## config.mk

```make
export PLATFORM = sky130hd
export DESIGN_NAME = channel_dimmer_with_fade
export DESIGN_NICKNAME = d
export VERILOG_FILES = /design/src/cdf_pkg.sv /design/src/cdf_front.sv /design/src/cdf_queue.sv /design/src/cdf_back.sv /design/src/channel_dimmer_with_fade.sv
export SDC_FILE = /design/constraint.sdc
export NUM_CORES = 2
export LEC_CHECK = 0
export BUFFER_PORTS_ARGS = -buffer_cell sky130_fd_sc_hd__buf_2
export CORE_MARGIN = 2
export CORE_UTILIZATION = 45
export DETAILED_ROUTE_END_ITERATION = 8
export GPL_ROUTABILITY_DRIVEN = 0
export SLEW_MARGIN = 0
export SYNTH_ARGS = -nofsm -noshare
export SYNTH_HDL_FRONTEND = slang
export SYNTH_SLANG_ARGS = --single-unit
```

## constraint.sdc

```tcl
create_clock -name clk -period 32.9 [get_ports clk]
set_input_delay 4.935 -clock clk [delete_from_list [all_inputs] [get_ports clk]]
set_output_delay 4.935 -clock clk [all_outputs]
set_load 0.05 [all_outputs]
```

## src/cdf_pkg.sv

```systemverilog
// ----------------------------------------------------------------------------
// cdf_pkg
// Shared types and constants of the channel dimmer with fade: command
// codes, status codes, register indexes and the scaling constants.
// ----------------------------------------------------------------------------
package cdf_pkg;

    // Field widths
    localparam int CHAN_W     = 24;
    localparam int BYTE_W     = 8;
    localparam int LVL_W      = 8;
    localparam int LVIN_W     = 9;
    localparam int DUR_W      = 24;
    localparam int TIME_W     = 32;
    localparam int CFG_IDX_W  = 2;

    // Level limits
    localparam logic [LVL_W-1:0]  LEVEL_MAX   = 8'd200;
    localparam logic [LVL_W-1:0]  LEVEL_RESET = 8'd100;
    localparam logic [BYTE_W-1:0] BYTE_MAX    = 8'd255;

    // Rounded divide by 100: floor(x * RECIP_MUL / 2^RECIP_SHIFT), exact for x up to 91180;
    // the largest biased product is 255 * 200 + 50 = 51050
    localparam logic [16:0] ROUND_BIAS  = 17'd50;
    localparam logic [16:0] RECIP_MUL   = 17'd83887;
    localparam int          RECIP_SHIFT = 23;
    localparam logic [15:0] MIN_BOOST   = 16'd20;

    // Fade divider: magnitude of elapsed * delta fits in 41 bits
    localparam int          DIV_W     = 41;
    localparam int          DIV_CNT_W = 6;
    localparam logic [DIV_CNT_W-1:0] DIV_LAST = 6'(DIV_W - 1);

    // Command queue
    localparam int QUEUE_DEPTH = 2;
    localparam int QUEUE_PTR_W = 1;
    localparam int QUEUE_CNT_W = 2;

    // Request codes on the input
    localparam logic [2:0] REQ_SAMPLE = 3'd0;
    localparam logic [2:0] REQ_TICK   = 3'd1;
    localparam logic [2:0] REQ_SET    = 3'd2;
    localparam logic [2:0] REQ_ADJUST = 3'd3;
    localparam logic [2:0] REQ_FADE   = 3'd4;

    // Configuration register indexes
    typedef enum logic [CFG_IDX_W-1:0] {
        CFG_FIRST_A = 2'd0,
        CFG_LAST_A  = 2'd1,
        CFG_FIRST_B = 2'd2,
        CFG_LAST_B  = 2'd3
    } cfg_idx_t;

    // Decoded operation
    typedef enum logic [2:0] {
        OP_SAMPLE,
        OP_TICK,
        OP_SET,
        OP_ADJUST,
        OP_FADE,
        OP_NONE
    } op_t;

    // Result status
    typedef enum logic [1:0] {
        STAT_OK   = 2'd0,
        STAT_HIGH = 2'd1,
        STAT_LOW  = 2'd2
    } status_t;

    // Back-end sequencer states
    typedef enum logic [1:0] {
        ST_IDLE,
        ST_SCALE,
        ST_DIV,
        ST_FIX
    } back_state_t;

    // Classified command moved from front to back
    typedef struct packed {
        op_t                op;
        logic               excl;
        logic [BYTE_W-1:0]  value;
        logic [LVIN_W-1:0]  level_value;
        logic [DUR_W-1:0]   fade_ms;
        logic [TIME_W-1:0]  now_ms;
    } cmd_t;

endpackage

```

## src/cdf_front.sv

```systemverilog
// ----------------------------------------------------------------------------
// cdf_front
// Holds the exclude range registers, decodes the request type and tags
// samples that fall inside an exclude range.
// ----------------------------------------------------------------------------
module cdf_front (
    input  logic                          clk,
    input  logic                          rst_n,
    input  logic                          cfg_valid,
    output logic                          cfg_ready,
    input  logic [cdf_pkg::CFG_IDX_W-1:0] cfg_index,
    input  logic [cdf_pkg::CHAN_W-1:0]    cfg_data,
    input  logic [2:0]                    req_type,
    input  logic [cdf_pkg::CHAN_W-1:0]    channel_index,
    input  logic [cdf_pkg::BYTE_W-1:0]    channel_value,
    input  logic [cdf_pkg::LVIN_W-1:0]    level_value,
    input  logic [cdf_pkg::DUR_W-1:0]     fade_ms,
    input  logic [cdf_pkg::TIME_W-1:0]    now_ms,
    output cdf_pkg::cmd_t                 cmd
);

    logic [cdf_pkg::CHAN_W-1:0] first_a_reg;
    logic [cdf_pkg::CHAN_W-1:0] last_a_reg;
    logic [cdf_pkg::CHAN_W-1:0] first_b_reg;
    logic [cdf_pkg::CHAN_W-1:0] last_b_reg;
    logic                       in_a;
    logic                       in_b;
    cdf_pkg::op_t               op;

    assign cfg_ready = 1'b1;

    // Write configuration registers
    always_ff @(posedge clk or negedge rst_n)
    begin
        if (!rst_n)
        begin
            first_a_reg <= '1;
            last_a_reg  <= '0;
            first_b_reg <= '1;
            last_b_reg  <= '0;
        end
        else if (cfg_valid && cfg_ready)
        begin
            case (cdf_pkg::cfg_idx_t'(cfg_index))
                cdf_pkg::CFG_FIRST_A: first_a_reg <= cfg_data;
                cdf_pkg::CFG_LAST_A:  last_a_reg  <= cfg_data;
                cdf_pkg::CFG_FIRST_B: first_b_reg <= cfg_data;
                cdf_pkg::CFG_LAST_B:  last_b_reg  <= cfg_data;
                default: ;
            endcase
        end
    end

    // Check both exclude ranges; an empty range has first above last
    assign in_a = (first_a_reg <= last_a_reg) && (channel_index >= first_a_reg)
                  && (channel_index <= last_a_reg);
    assign in_b = (first_b_reg <= last_b_reg) && (channel_index >= first_b_reg)
                  && (channel_index <= last_b_reg);

    // Decode request type
    always_comb
    begin
        case (req_type)
            cdf_pkg::REQ_SAMPLE: op = cdf_pkg::OP_SAMPLE;
            cdf_pkg::REQ_TICK:   op = cdf_pkg::OP_TICK;
            cdf_pkg::REQ_SET:    op = cdf_pkg::OP_SET;
            cdf_pkg::REQ_ADJUST: op = cdf_pkg::OP_ADJUST;
            cdf_pkg::REQ_FADE:   op = cdf_pkg::OP_FADE;
            default:             op = cdf_pkg::OP_NONE;
        endcase
    end

    // Build the command
    always_comb
    begin
        cmd.op          = op;
        cmd.excl        = in_a || in_b;
        cmd.value       = channel_value;
        cmd.level_value = level_value;
        cmd.fade_ms     = fade_ms;
        cmd.now_ms      = now_ms;
    end

endmodule

```

## src/cdf_queue.sv

```systemverilog
// ----------------------------------------------------------------------------
// cdf_queue
// Short command queue between front and back; lets each side stall on
// its own.
// ----------------------------------------------------------------------------
module cdf_queue (
    input  logic          clk,
    input  logic          rst_n,
    input  logic          push,
    input  cdf_pkg::cmd_t push_cmd,
    output logic          full,
    input  logic          pop,
    output logic          head_valid,
    output cdf_pkg::cmd_t head
);

    cdf_pkg::cmd_t                    mem_reg [cdf_pkg::QUEUE_DEPTH];
    logic [cdf_pkg::QUEUE_PTR_W-1:0]  wr_ptr_reg;
    logic [cdf_pkg::QUEUE_PTR_W-1:0]  rd_ptr_reg;
    logic [cdf_pkg::QUEUE_CNT_W-1:0]  count_reg;
    logic [cdf_pkg::QUEUE_CNT_W-1:0]  count_next;

    assign full       = (count_reg == cdf_pkg::QUEUE_CNT_W'(cdf_pkg::QUEUE_DEPTH));
    assign head_valid = (count_reg != '0);
    assign head       = mem_reg[rd_ptr_reg];

    always_comb
    begin
        count_next = count_reg;
        if (push && !pop)
            count_next = count_reg + 1'b1;
        else if (pop && !push)
            count_next = count_reg - 1'b1;
    end

    // Advance pointers and count
    always_ff @(posedge clk or negedge rst_n)
    begin
        if (!rst_n)
        begin
            wr_ptr_reg <= '0;
            rd_ptr_reg <= '0;
            count_reg  <= '0;
        end
        else
        begin
            if (push)
                wr_ptr_reg <= wr_ptr_reg + 1'b1;
            if (pop)
                rd_ptr_reg <= rd_ptr_reg + 1'b1;
            count_reg <= count_next;
        end
    end

    // Store pushed command
    always_ff @(posedge clk)
    begin
        if (push)
            mem_reg[wr_ptr_reg] <= push_cmd;
    end

endmodule

```

## src/cdf_back.sv

```systemverilog
// ----------------------------------------------------------------------------
// cdf_back
// Carries out commands in order: scales samples, runs the level and fade
// state, steps a restoring divider for fade ticks and drives the result
// register.
// ----------------------------------------------------------------------------
module cdf_back (
    input  logic                         clk,
    input  logic                         rst_n,
    input  logic                         head_valid,
    input  cdf_pkg::cmd_t                head,
    output logic                         pop,
    output logic                         out_valid,
    input  logic                         out_stall,
    output logic [cdf_pkg::BYTE_W-1:0]   scaled_value,
    output logic [1:0]                   status,
    output logic [cdf_pkg::LVL_W-1:0]    current_level,
    output logic                         fade_running
);

    // Model state
    logic [cdf_pkg::LVL_W-1:0]   level_reg, level_next;
    logic                        fade_on_reg, fade_on_next;
    logic [cdf_pkg::TIME_W-1:0]  fade_begin_time_reg, fade_begin_time_next;
    logic [cdf_pkg::TIME_W-1:0]  fade_finish_time_reg, fade_finish_time_next;
    logic [cdf_pkg::LVL_W-1:0]   fade_begin_level_reg, fade_begin_level_next;
    logic [cdf_pkg::LVL_W-1:0]   fade_target_level_reg, fade_target_level_next;
    logic [cdf_pkg::TIME_W-1:0]  last_tick_reg, last_tick_next;

    // Sequencer and work registers
    cdf_pkg::back_state_t            state_reg, state_next;
    logic [15:0]                     p_reg, p_next;
    logic [cdf_pkg::DIV_W-1:0]       quot_reg, quot_next;
    logic [cdf_pkg::DUR_W-1:0]       rem_reg, rem_next;
    logic [cdf_pkg::DUR_W-1:0]       span_reg, span_next;
    logic                            neg_reg, neg_next;
    logic [cdf_pkg::DIV_CNT_W-1:0]   cnt_reg, cnt_next;

    // Result register
    logic                            out_valid_reg, out_valid_next;
    logic [cdf_pkg::BYTE_W-1:0]      scaled_reg, scaled_next;
    cdf_pkg::status_t                status_reg, status_next;
    logic [cdf_pkg::LVL_W-1:0]       cur_level_reg, cur_level_next;
    logic                            fade_run_reg, fade_run_next;

    // Datapath signals
    logic                            out_free;
    logic                            load;
    logic [cdf_pkg::BYTE_W-1:0]      res_scaled;
    cdf_pkg::status_t                res_status;
    logic signed [10:0]              lv_ext;
    logic signed [10:0]              target;
    logic                            target_high;
    logic                            target_low;
    logic [32:0]                     fin_sum;
    logic [cdf_pkg::TIME_W-1:0]      fin_sat;
    logic [cdf_pkg::TIME_W-1:0]      span_full;
    logic signed [32:0]              elapsed;
    logic signed [8:0]               delta;
    logic signed [41:0]              product;
    logic signed [41:0]              product_neg;
    logic [cdf_pkg::DIV_W-1:0]       prod_mag;
    logic [15:0]                     p_mul;
    logic [16:0]                     round_x;
    logic [33:0]                     recip;
    logic [10:0]                     quot100;
    logic [cdf_pkg::BYTE_W-1:0]      scale_res;
    logic [25:0]                     trial;
    logic                            trial_ge;
    logic signed [41:0]              q_signed;
    logic signed [41:0]              q_sum;
    logic [cdf_pkg::LVL_W-1:0]       fade_lvl;

    assign out_free = !out_valid_reg || !out_stall;

    // Level request target and range check
    assign lv_ext      = {{2{head.level_value[cdf_pkg::LVIN_W-1]}}, head.level_value};
    assign target      = (head.op == cdf_pkg::OP_ADJUST) ?
                         ($signed({3'b000, level_reg}) + lv_ext) : lv_ext;
    assign target_high = !target[10] && (target > $signed({3'b000, cdf_pkg::LEVEL_MAX}));
    assign target_low  = target[10];

    // Fade finish time, saturated
    assign fin_sum = {1'b0, last_tick_reg} + {9'b0, head.fade_ms};
    assign fin_sat = fin_sum[32] ? '1 : fin_sum[31:0];

    // Fade interpolation product
    assign span_full   = fade_finish_time_reg - fade_begin_time_reg;
    assign elapsed     = $signed({1'b0, head.now_ms}) - $signed({1'b0, fade_begin_time_reg});
    assign delta       = $signed({1'b0, fade_target_level_reg})
                         - $signed({1'b0, fade_begin_level_reg});
    assign product     = elapsed * delta;
    assign product_neg = -product;
    assign prod_mag    = product[41] ? product_neg[cdf_pkg::DIV_W-1:0]
                                     : product[cdf_pkg::DIV_W-1:0];

    // Sample scaling: multiply, then rounded divide by 100
    assign p_mul   = head.value * level_reg;
    assign round_x = {1'b0, p_reg} + cdf_pkg::ROUND_BIAS;
    assign recip   = round_x * cdf_pkg::RECIP_MUL;
    assign quot100 = recip[33:cdf_pkg::RECIP_SHIFT];

    always_comb
    begin
        if (quot100 == '0 && p_reg >= cdf_pkg::MIN_BOOST)
            scale_res = 8'd1;
        else if (quot100 > {3'b000, cdf_pkg::BYTE_MAX})
            scale_res = cdf_pkg::BYTE_MAX;
        else
            scale_res = quot100[7:0];
    end

    // Restoring divider step
    assign trial    = {1'b0, rem_reg, quot_reg[cdf_pkg::DIV_W-1]} - {2'b00, span_reg};
    assign trial_ge = !trial[25];

    // Apply sign, add begin level and clamp
    assign q_signed = neg_reg ? -$signed({1'b0, quot_reg}) : $signed({1'b0, quot_reg});
    assign q_sum    = q_signed + $signed({34'b0, fade_begin_level_reg});

    always_comb
    begin
        if (q_sum[41])
            fade_lvl = '0;
        else if (q_sum > $signed({34'b0, cdf_pkg::LEVEL_MAX}))
            fade_lvl = cdf_pkg::LEVEL_MAX;
        else
            fade_lvl = q_sum[7:0];
    end

    // Next state and results
    always_comb
    begin
        level_next             = level_reg;
        fade_on_next           = fade_on_reg;
        fade_begin_time_next   = fade_begin_time_reg;
        fade_finish_time_next  = fade_finish_time_reg;
        fade_begin_level_next  = fade_begin_level_reg;
        fade_target_level_next = fade_target_level_reg;
        last_tick_next         = last_tick_reg;
        state_next             = state_reg;
        p_next                 = p_reg;
        quot_next              = quot_reg;
        rem_next               = rem_reg;
        span_next              = span_reg;
        neg_next               = neg_reg;
        cnt_next               = cnt_reg;
        pop                    = 1'b0;
        load                   = 1'b0;
        res_scaled             = '0;
        res_status             = cdf_pkg::STAT_OK;

        case (state_reg)
            cdf_pkg::ST_IDLE:
            begin
                if (head_valid)
                begin
                    case (head.op)
                        cdf_pkg::OP_SAMPLE:
                        begin
                            if (head.excl)
                            begin
                                if (out_free)
                                begin
                                    res_scaled = head.value;
                                    load       = 1'b1;
                                end
                            end
                            else
                            begin
                                p_next     = p_mul;
                                state_next = cdf_pkg::ST_SCALE;
                            end
                        end
                        cdf_pkg::OP_TICK:
                        begin
                            if (!fade_on_reg)
                            begin
                                if (out_free)
                                begin
                                    last_tick_next = head.now_ms;
                                    load           = 1'b1;
                                end
                            end
                            else if (head.now_ms >= fade_finish_time_reg)
                            begin
                                if (out_free)
                                begin
                                    fade_on_next   = 1'b0;
                                    level_next     = fade_target_level_reg;
                                    last_tick_next = head.now_ms;
                                    load           = 1'b1;
                                end
                            end
                            else if (fade_finish_time_reg == fade_begin_time_reg)
                            begin
                                if (out_free)
                                begin
                                    level_next     = fade_begin_level_reg;
                                    last_tick_next = head.now_ms;
                                    load           = 1'b1;
                                end
                            end
                            else
                            begin
                                quot_next  = prod_mag;
                                rem_next   = '0;
                                span_next  = span_full[cdf_pkg::DUR_W-1:0];
                                neg_next   = product[41];
                                cnt_next   = '0;
                                state_next = cdf_pkg::ST_DIV;
                            end
                        end
                        cdf_pkg::OP_SET, cdf_pkg::OP_ADJUST, cdf_pkg::OP_FADE:
                        begin
                            if (out_free)
                            begin
                                load = 1'b1;
                                if (target_high)
                                    res_status = cdf_pkg::STAT_HIGH;
                                else if (target_low)
                                    res_status = cdf_pkg::STAT_LOW;
                                else if (head.op == cdf_pkg::OP_FADE)
                                begin
                                    fade_begin_level_next  = level_reg;
                                    fade_target_level_next = target[7:0];
                                    fade_begin_time_next   = last_tick_reg;
                                    fade_finish_time_next  = fin_sat;
                                    fade_on_next           = 1'b1;
                                end
                                else
                                begin
                                    fade_on_next = 1'b0;
                                    level_next   = target[7:0];
                                end
                            end
                        end
                        default:
                        begin
                            if (out_free)
                                load = 1'b1;
                        end
                    endcase
                end
            end
            cdf_pkg::ST_SCALE:
            begin
                if (out_free)
                begin
                    res_scaled = scale_res;
                    load       = 1'b1;
                    state_next = cdf_pkg::ST_IDLE;
                end
            end
            cdf_pkg::ST_DIV:
            begin
                quot_next = {quot_reg[cdf_pkg::DIV_W-2:0], trial_ge};
                rem_next  = trial_ge ? trial[cdf_pkg::DUR_W-1:0]
                                     : {rem_reg[cdf_pkg::DUR_W-2:0],
                                        quot_reg[cdf_pkg::DIV_W-1]};
                cnt_next  = cnt_reg + 1'b1;
                if (cnt_reg == cdf_pkg::DIV_LAST)
                    state_next = cdf_pkg::ST_FIX;
            end
            cdf_pkg::ST_FIX:
            begin
                if (out_free)
                begin
                    level_next     = fade_lvl;
                    last_tick_next = head.now_ms;
                    load           = 1'b1;
                    state_next     = cdf_pkg::ST_IDLE;
                end
            end
            default:
            begin
                state_next = cdf_pkg::ST_IDLE;
            end
        endcase

        // Retire the head command with its result
        pop = load;

        // Load or drain the result register
        out_valid_next = load ? 1'b1 : (out_valid_reg && out_stall);
        scaled_next    = load ? res_scaled   : scaled_reg;
        status_next    = load ? res_status   : status_reg;
        cur_level_next = load ? level_next   : cur_level_reg;
        fade_run_next  = load ? fade_on_next : fade_run_reg;
    end

    // Control and model state
    always_ff @(posedge clk or negedge rst_n)
    begin
        if (!rst_n)
        begin
            state_reg             <= cdf_pkg::ST_IDLE;
            out_valid_reg         <= 1'b0;
            level_reg             <= cdf_pkg::LEVEL_RESET;
            fade_on_reg           <= 1'b0;
            fade_begin_time_reg   <= '0;
            fade_finish_time_reg  <= '0;
            fade_begin_level_reg  <= '0;
            fade_target_level_reg <= '0;
            last_tick_reg         <= '0;
            cnt_reg               <= '0;
        end
        else
        begin
            state_reg             <= state_next;
            out_valid_reg         <= out_valid_next;
            level_reg             <= level_next;
            fade_on_reg           <= fade_on_next;
            fade_begin_time_reg   <= fade_begin_time_next;
            fade_finish_time_reg  <= fade_finish_time_next;
            fade_begin_level_reg  <= fade_begin_level_next;
            fade_target_level_reg <= fade_target_level_next;
            last_tick_reg         <= last_tick_next;
            cnt_reg               <= cnt_next;
        end
    end

    // Work and result payload
    always_ff @(posedge clk)
    begin
        p_reg         <= p_next;
        quot_reg      <= quot_next;
        rem_reg       <= rem_next;
        span_reg      <= span_next;
        neg_reg       <= neg_next;
        scaled_reg    <= scaled_next;
        status_reg    <= status_next;
        cur_level_reg <= cur_level_next;
        fade_run_reg  <= fade_run_next;
    end

    assign out_valid     = out_valid_reg;
    assign scaled_value  = scaled_reg;
    assign status        = status_reg;
    assign current_level = cur_level_reg;
    assign fade_running  = fade_run_reg;

endmodule

```

## src/channel_dimmer_with_fade.sv

```systemverilog
// Results: set, adjust, fade, plain ticks and excluded samples load the result register
// straight from the idle state; scaled samples pass a scale state (multiply, then divide by 100).
// A tick inside a running fade passes a 41-step restoring divider and then a fix state.
// The back end takes no new command while a scaled sample or a fade tick is in progress.
// Reset: asynchronous, active low; level 100, no fade, exclude ranges empty.
// ----------------------------------------------------------------------------
// channel_dimmer_with_fade
// Dims light-channel bytes by a 0..200 percent level with linear fades; front
// decoder, command queue and back executor.
// ----------------------------------------------------------------------------
module channel_dimmer_with_fade (
    input  logic                          clk,
    input  logic                          rst_n,
    input  logic                          cfg_valid,
    output logic                          cfg_ready,
    input  logic [cdf_pkg::CFG_IDX_W-1:0] cfg_index,
    input  logic [cdf_pkg::CHAN_W-1:0]    cfg_data,
    input  logic                          in_valid,
    output logic                          in_stall,
    input  logic [2:0]                    req_type,
    input  logic [cdf_pkg::CHAN_W-1:0]    channel_index,
    input  logic [cdf_pkg::BYTE_W-1:0]    channel_value,
    input  logic [cdf_pkg::LVIN_W-1:0]    level_value,
    input  logic [cdf_pkg::DUR_W-1:0]     fade_ms,
    input  logic [cdf_pkg::TIME_W-1:0]    now_ms,
    output logic                          out_valid,
    input  logic                          out_stall,
    output logic [cdf_pkg::BYTE_W-1:0]    scaled_value,
    output logic [1:0]                    status,
    output logic [cdf_pkg::LVL_W-1:0]     current_level,
    output logic                          fade_running
);

    cdf_pkg::cmd_t front_cmd;
    cdf_pkg::cmd_t head_cmd;
    logic          q_full;
    logic          q_valid;
    logic          q_pop;
    logic          q_push;

    assign in_stall = q_full;
    assign q_push   = in_valid && !q_full;

    cdf_front u_front (
        .clk           (clk),
        .rst_n         (rst_n),
        .cfg_valid     (cfg_valid),
        .cfg_ready     (cfg_ready),
        .cfg_index     (cfg_index),
        .cfg_data      (cfg_data),
        .req_type      (req_type),
        .channel_index (channel_index),
        .channel_value (channel_value),
        .level_value   (level_value),
        .fade_ms       (fade_ms),
        .now_ms        (now_ms),
        .cmd           (front_cmd)
    );

    cdf_queue u_queue (
        .clk        (clk),
        .rst_n      (rst_n),
        .push       (q_push),
        .push_cmd   (front_cmd),
        .full       (q_full),
        .pop        (q_pop),
        .head_valid (q_valid),
        .head       (head_cmd)
    );

    cdf_back u_back (
        .clk           (clk),
        .rst_n         (rst_n),
        .head_valid    (q_valid),
        .head          (head_cmd),
        .pop           (q_pop),
        .out_valid     (out_valid),
        .out_stall     (out_stall),
        .scaled_value  (scaled_value),
        .status        (status),
        .current_level (current_level),
        .fade_running  (fade_running)
    );

endmodule

```

; After elaboration in Yosys (flattened, before gate mapping)
; Memories as Yosys holds them, arrays and structs flattened.
; Cells that the tools add are included.
[op_classes]
addsub = 15
n_mul = 3
order_cmp = 11
n_eq_ne = 30
muxes = 88
bitwise = 9
reduce_logical = 42
[ops]
columns = op, count
row1 = two-way mux 41 bit, 6
row2 = two-way mux 32 bit, 7
row3 = two-way mux 8 bit, 20
row4 = two-way mux 24 bit, 6
row5 = less-or-equal comparator 24 bit, 4
row6 = one-hot mux 41 bit (2 select lines), 1
row7 = one-hot mux 32 bit (2 select lines), 1
row8 = >= comparator 24 bit, 2
row9 = one-hot mux 24 bit (2 select lines), 1
row10 = one-hot mux 8 bit (2 select lines), 3
row11 = adder 42 x 9 -> 42 bit, 1
row12 = > comparator 42 x 9 -> 1 bit (second input constant), 1
row13 = multiplier 33 x 9 -> 42 bit, 1
row14 = two-way mux 42 bit, 1
row15 = negator 41 -> 42 bit, 1
row16 = negator 41 bit, 1
row17 = multiplier 17 x 17 -> 34 bit (second input constant), 1
row18 = adder 32 x 24 -> 33 bit, 1
row19 = subtractor 32 x 32 -> 33 bit, 1
row20 = equality test 32 bit, 1
row21 = >= comparator 32 bit, 1
row22 = two-way mux 6 bit, 5
row23 = subtractor 25 x 24 -> 26 bit, 1
row24 = subtractor 24 bit, 1
row25 = 46 further kinds, 129
[totals]
ff_bits = 355
ram_bits = 154
in_bits = 131
output_inout_bits = 22
word_cells = 226
n_memories = 1
[memory_table]
columns = memory, words, width, rd, rd_clocked_by_memory_dff, wr, line_no
row1 = u_queue.mem_reg, 2, 77, 1, 0, 1, cdf_queue.sv:17  ; cdf_pkg::cmd_t mem_reg [cdf_pkg::QUEUE_DEPTH];

; Logic depth before layout (Yosys ltp)
[depth]
word_depth = 12
ltp_mapped = 45
mapped_depth_nobuf = 37

; Cells and area by module
; Synthesis repeated with hierarchy kept, for this count alone.
[unflattened]
cells_unflattened = 5480
hier_area_um2 = 52850.7
[modules_own_cells]
columns = module, n_inst, cells_per_inst, area_per_inst_um2, seq_area_each_um2
row1 = cdf_back, 1, 4459, 39457.8, 7010.5
row2 = cdf_front, 1, 764, 7553.5, 2462.4
row3 = cdf_queue, 1, 256, 5825.6, 4724.5
row4 = channel_dimmer_with_fade, 1, 1, 13.8, 0.0

; Least setup slack after synthesis
; No wires, ideal clock.
[synth_timing]
path_type = register to register
startpoint = register u_queue.rd_ptr_reg
endpoint = register u_back.quot_reg[36] (netlist bit) (data pin)
setup_ps = 261
t_arrival_ps = 10416
t_required_ps = 32639
slack_ps = 22224
path_stages_with_launch = 40
path_buffers = 7
period_less_slack_ps = 10676
path_cell_list = dfrtp_1 > clkbuf_1 > buf_1 > clkbuf_1 > buf_1 > mux2i_1 > inv_1 > ha_1 > nor2b_1 > o21ai_0 > nand2b_1 > a211oi_1 > o21ai_0 > o211ai_1 > a41oi_1 > o21a_1 > a311oi_1 > nor4_1 > [... 4 more ...] > fa_1 > fa_1 > fa_1 > ha_1 > ha_1 > a211o_1 > nor3_1 > a21oi_1 > a2111o_1 > nand4_1 > a21oi_1 > or3_1 > clkbuf_1 > inv_2 > clkbuf_1 > clkbuf_1 > o2111ai_1 > o311a_1
[synth_rtl]
columns = item, line_no
row1 = from (decl), cdf_queue.sv:19  ; logic [cdf_pkg::QUEUE_PTR_W-1:0] rd_ptr_reg;
row2 = from (signal assigned), cdf_queue.sv:50  ; rd_ptr_reg <= rd_ptr_reg + 1'b1;
row3 = to (signal assigned), cdf_back.sv:327  ; quot_reg <= quot_next;
row4 = to (decl), cdf_back.sv:33  ; logic [cdf_pkg::DIV_W-1:0] quot_reg, quot_next;

; Worst setup path after layout
[layout_timing]
startpoint = register u_queue.rd_ptr_reg
endpoint = register u_back.quot_reg[18] (netlist bit) (data pin)
[layout_between]
elab_chain_len = 11
[layout_rtl]
columns = item, line_no
row1 = memory (2 x 77 bit) *, --
row2 = subtractor 32 x 32 -> 33 bit *, cdf_back.sv:89  ; assign elapsed = $signed({1'b0, head.now_ms}) - $signed({1'b0, fade_begin_time_reg});
row3 = multiplier 33 x 9 -> 42 bit *, cdf_back.sv:92  ; assign product = elapsed * delta;
row4 = negator 41 bit, cdf_back.sv:93  ; assign product_neg = -product;
row5 = two-way mux 41 bit *, cdf_back.sv:94  ; assign prod_mag = product[41] ? product_neg[cdf_pkg::DIV_W-1:0]
row6 = two-way mux 41 bit *, cdf_back.sv:195  ; else if (fade_finish_time_reg == fade_begin_time_reg)
row7 = two-way mux 41 bit *, cdf_back.sv:185  ; else if (head.now_ms >= fade_finish_time_reg)
row8 = two-way mux 41 bit *, cdf_back.sv:177  ; if (!fade_on_reg)
row9 = two-way mux 41 bit *, cdf_back.sv:158  ; case (head.op)
row10 = two-way mux 41 bit *, cdf_back.sv:156  ; if (head_valid)
row11 = one-hot mux 41 bit (2 select lines) *, cdf_back.sv:153  ; case (state_reg)
row12 = "named net u_back.quot_next, one bit", cdf_back.sv:33
; Mark *: on every way through the listed nets, which the timed path passes. The rest lies on a longest branch. The select of a mux whose other input is x is not followed.
; A chain may end at the register's enable or synchronous reset.

==> flow_metrics.py <==
metrics = {
    "timing": {
        "slew_headroom_pct": 18.39,
        "setup_viol": 0,
        "tightestPinTransition_ns": 1.223,
        "final_max_slew_viol_count": 0,
        "finClkSkew_ns": 0.04472,
        "period_share_pct": 37.62,
        "finalSetupTns_ns": 0,
        "rsz0062_at_grt": "false",
        "finalHoldViolCount": 0,
        "period_needed_ns": 12.38,
        "fmax_mhz": 80.80,
        "finalHoldWorstSlack_ns": 0.5054,
    },
    "worst_setup_path": {
        "max_stage_delay_ns": 0.78,
        "crit_arrival_ns": 12.76,
        "path_buf_inv": 5,
        "crit_required_ns": 33.28,
        "worstPathMaxFanout": 54,
        "crit_type": "reg -> reg",
        "crit_path_start_kind": "register",
        "crit_slowest_cell": "dfrtp_4",
        "crit_family": "compound AO/OA/AOI/OAI gates",
        "critPathCaptureType": "register",
    },
    "layout": {
        "drive_gt1_share_pct": 10.84,
        "nets": 6520,
        "syn_to_final_growth_pct": 9.001,
        "fill_cells": 10520,
        "largest_reg_flops": 154,
    },
    "clocking": {
        "clock_sinks": 509,
        "cts_buffers": 61,
        "hold_buffers": 0,
        "htreeDepth": 2,
        "clk_latency_ns": 0.67,
        "cts.clk_slew.worst_paths_ns": 0.06,
        "clk_path_buf_depth": 3,
        "cts-root-buf": "clkbuf_16",
        "cts_setup_buffers": 0,
        "cts_tree": "yes",
        "cts_resized": 0,
    },
    "run": {
        "cap_viol_max_count": 0,
    },
    "logic_synthesis": {
        "synth-seq-cells": 509,
        "synth_area_mm2": 0.05132,
        "yosys_warnings": 0,
        "ys_seq_area_share_pct": 27.66,
        "synth_ff_type": "edfxtp_1",
        "netlist_instances": 5304,
        "synth_area_leaders": "edfxtp_1, fa_1, ha_1",
        "synth_area_leader_cell": "edfxtp_1",
        "synth.net_count": 6425,
        "ys_types": 95,
        "synth_edf_count": 279,
        "avgSynthCellArea_um2": 9.676,
        "synthArstFlopShare_pct": 45.19,
        "synth_top_area_share_pct": 16.32,
    },
    "outcome": {
        "status": "completed",
    },
    "die": {
        "start_util_pct": 45.50,
        "core_mm2": 0.1128,
        "die_w_um": 341.7,
        "io-pin-count": 153,
        "die_y_um": 341.7,
        "dieArea_mm2": 0.1168,
        "num_rows": 123,
    },
    "grt": {
        "grt_usage_pct": 22.38,
        "grt_pass1_wl_mm": 210.4,
        "antenna_found_initial": 8,
        "grt-ovfl-total": 0,
        "grt_max_degree": 112,
        "grt_pass1_vias": 38150,
    },
    "route": {
        "drtIter0Drc": 2545,
        "postRouteAntennaNets": 0,
        "viasPerCell": 5.558,
        "first_pass_iters": 5,
        "wl_met3_mm": 5.795,
        "vias": 38660,
        "wl_per_cell_um": 18.73,
        "drc_errors": 0,
        "wl_met1_mm": 63.24,
        "wl_met2_mm": 58.25,
        "top_layer": "met5",
        "wl_mm": 130.3,
    },
    "worst_hold_path": {
        "hp-class": "reg -> reg",
    },
    "placement": {
        "hpwl_mm": 103.2,
        "io_buffers": 151,
    },
}
[final cells by class]
class	count	area (um^2)	share of cell area [%]
sequential	509	14200	25.39
clock buffer	79	1695	3.031
timing repair buffer	190	1059	1.892
multi-input combinational	3945	34050	60.87
clock inverter	37	451.7	0.8074
inverter	692	2597	4.643
tap	1500	1877	3.355
antenna	3	7.507	0.01342
[logic make-up (layout without fill, tap and decap cells)]
family,after synthesis,in the layout,synth area share [%]
AO/OA/AOI/OAI,1007,1007,13.06
XOR/XNOR,244,244,4.164
adder cells (fa/ha/maj),990,990,30.02
buffers and inverters,850,998,6.253
flip-flops,509,509,27.66
multiplexers,226,226,4.837
other,1,4,0.007307
AND/OR/NAND/NOR,1477,1477,13.99
[cells in the final DEF (no fill, tap or decap), drive strengths merged, types with 28 or more instances in the layout]
master	count
nor2	401
nand3	86
xor2	99
and2	50
mux2i	50
o31ai	35
dfrtp	179
o21ai	239
xnor2	145
nor2b	56
nand4	68
dfstp	51
clkbuf	79
and3	49
inv	697
a31oi	29
a21oi	208
edfxtp	279
o22ai	28
ha	588
or2	33
fa	402
mux2	176
nor3	105
nor4	45
o21a	56
nand2b	70
a21o	100
a211oi	35
buf	190
nand2	400
or3	44
[worst reg2reg max path: cells and delay by family (launching register included)]
family | cells | cell delay [ns]
adders and majority gates | 8 | 3.28
and+or+nand+nor | 5 | 1.37
AOI/OAI and AO/OA | 18 | 4.15
muxes | 1 | 0.27
buffers and inverters | 5 | 1.69
xor gates and xnor gates | 1 | 0.61
DFF | 1 | 0.78
[per-stage QoR]
stage	util (%)	setup slack [ns]	cells	area [um^2]
2_1_floorplan	-	22.22	5304	51320
3_3_place_gp	47.67	20.47	6836	53780
3_5_place_dp	47.67	20.19	6836	53780
4_1_cts	49.58	20.14	6952	55930
5_1_grt	49.59	19.55	6955	55940
6_report	49.59	20.52	6955	55940
[cell usage after synthesis, types with 70 or more instances]
cell and n:
ha_1 588, xor2_1 99, dfrtp_1 179, nand2_1 400, a21oi_1 208, mux2_2 175
nor2_1 401, xnor2_1 145, a21o_1 100, nor3_1 102, nand3_1 86, nand2b_1 70
clkbuf_1 139, edfxtp_1 279, fa_1 402, inv_1 689, o21ai_0 234
[routing by layer]
metal | global-route usage (%) | up-vias
met1 | 32.75 | 18990
li1 | - | 18720
met2 | 35.43 | 813
met4 | 5.525 | 4
met5 | 0 | -
met3 | 2.400 | 140
[worst paths after layout]
path / from / to / slack (ns) / cells after the start
max reg2reg: u_queue.rd_ptr_reg / u_back.quot_reg[18] / 20.52 / 38
min reg2reg: u_front.last_a_reg[16] / u_front.last_a_reg[16] / 0.51 / 1
min in group asynchronous: rst_n / u_front.last_b_reg[10] / 4.25 / 1
max: u_queue.rd_ptr_reg / u_back.quot_reg[18] / 20.52 / 38
max in group asynchronous: rst_n / u_queue.rd_ptr_reg / 27.08 / 2
min: u_front.last_a_reg[16] / u_front.last_a_reg[16] / 0.51 / 1
Power is left out: the tool's default activity adds up to more than one toggle a clock period on the data nets, which glitch-free logic cannot reach.
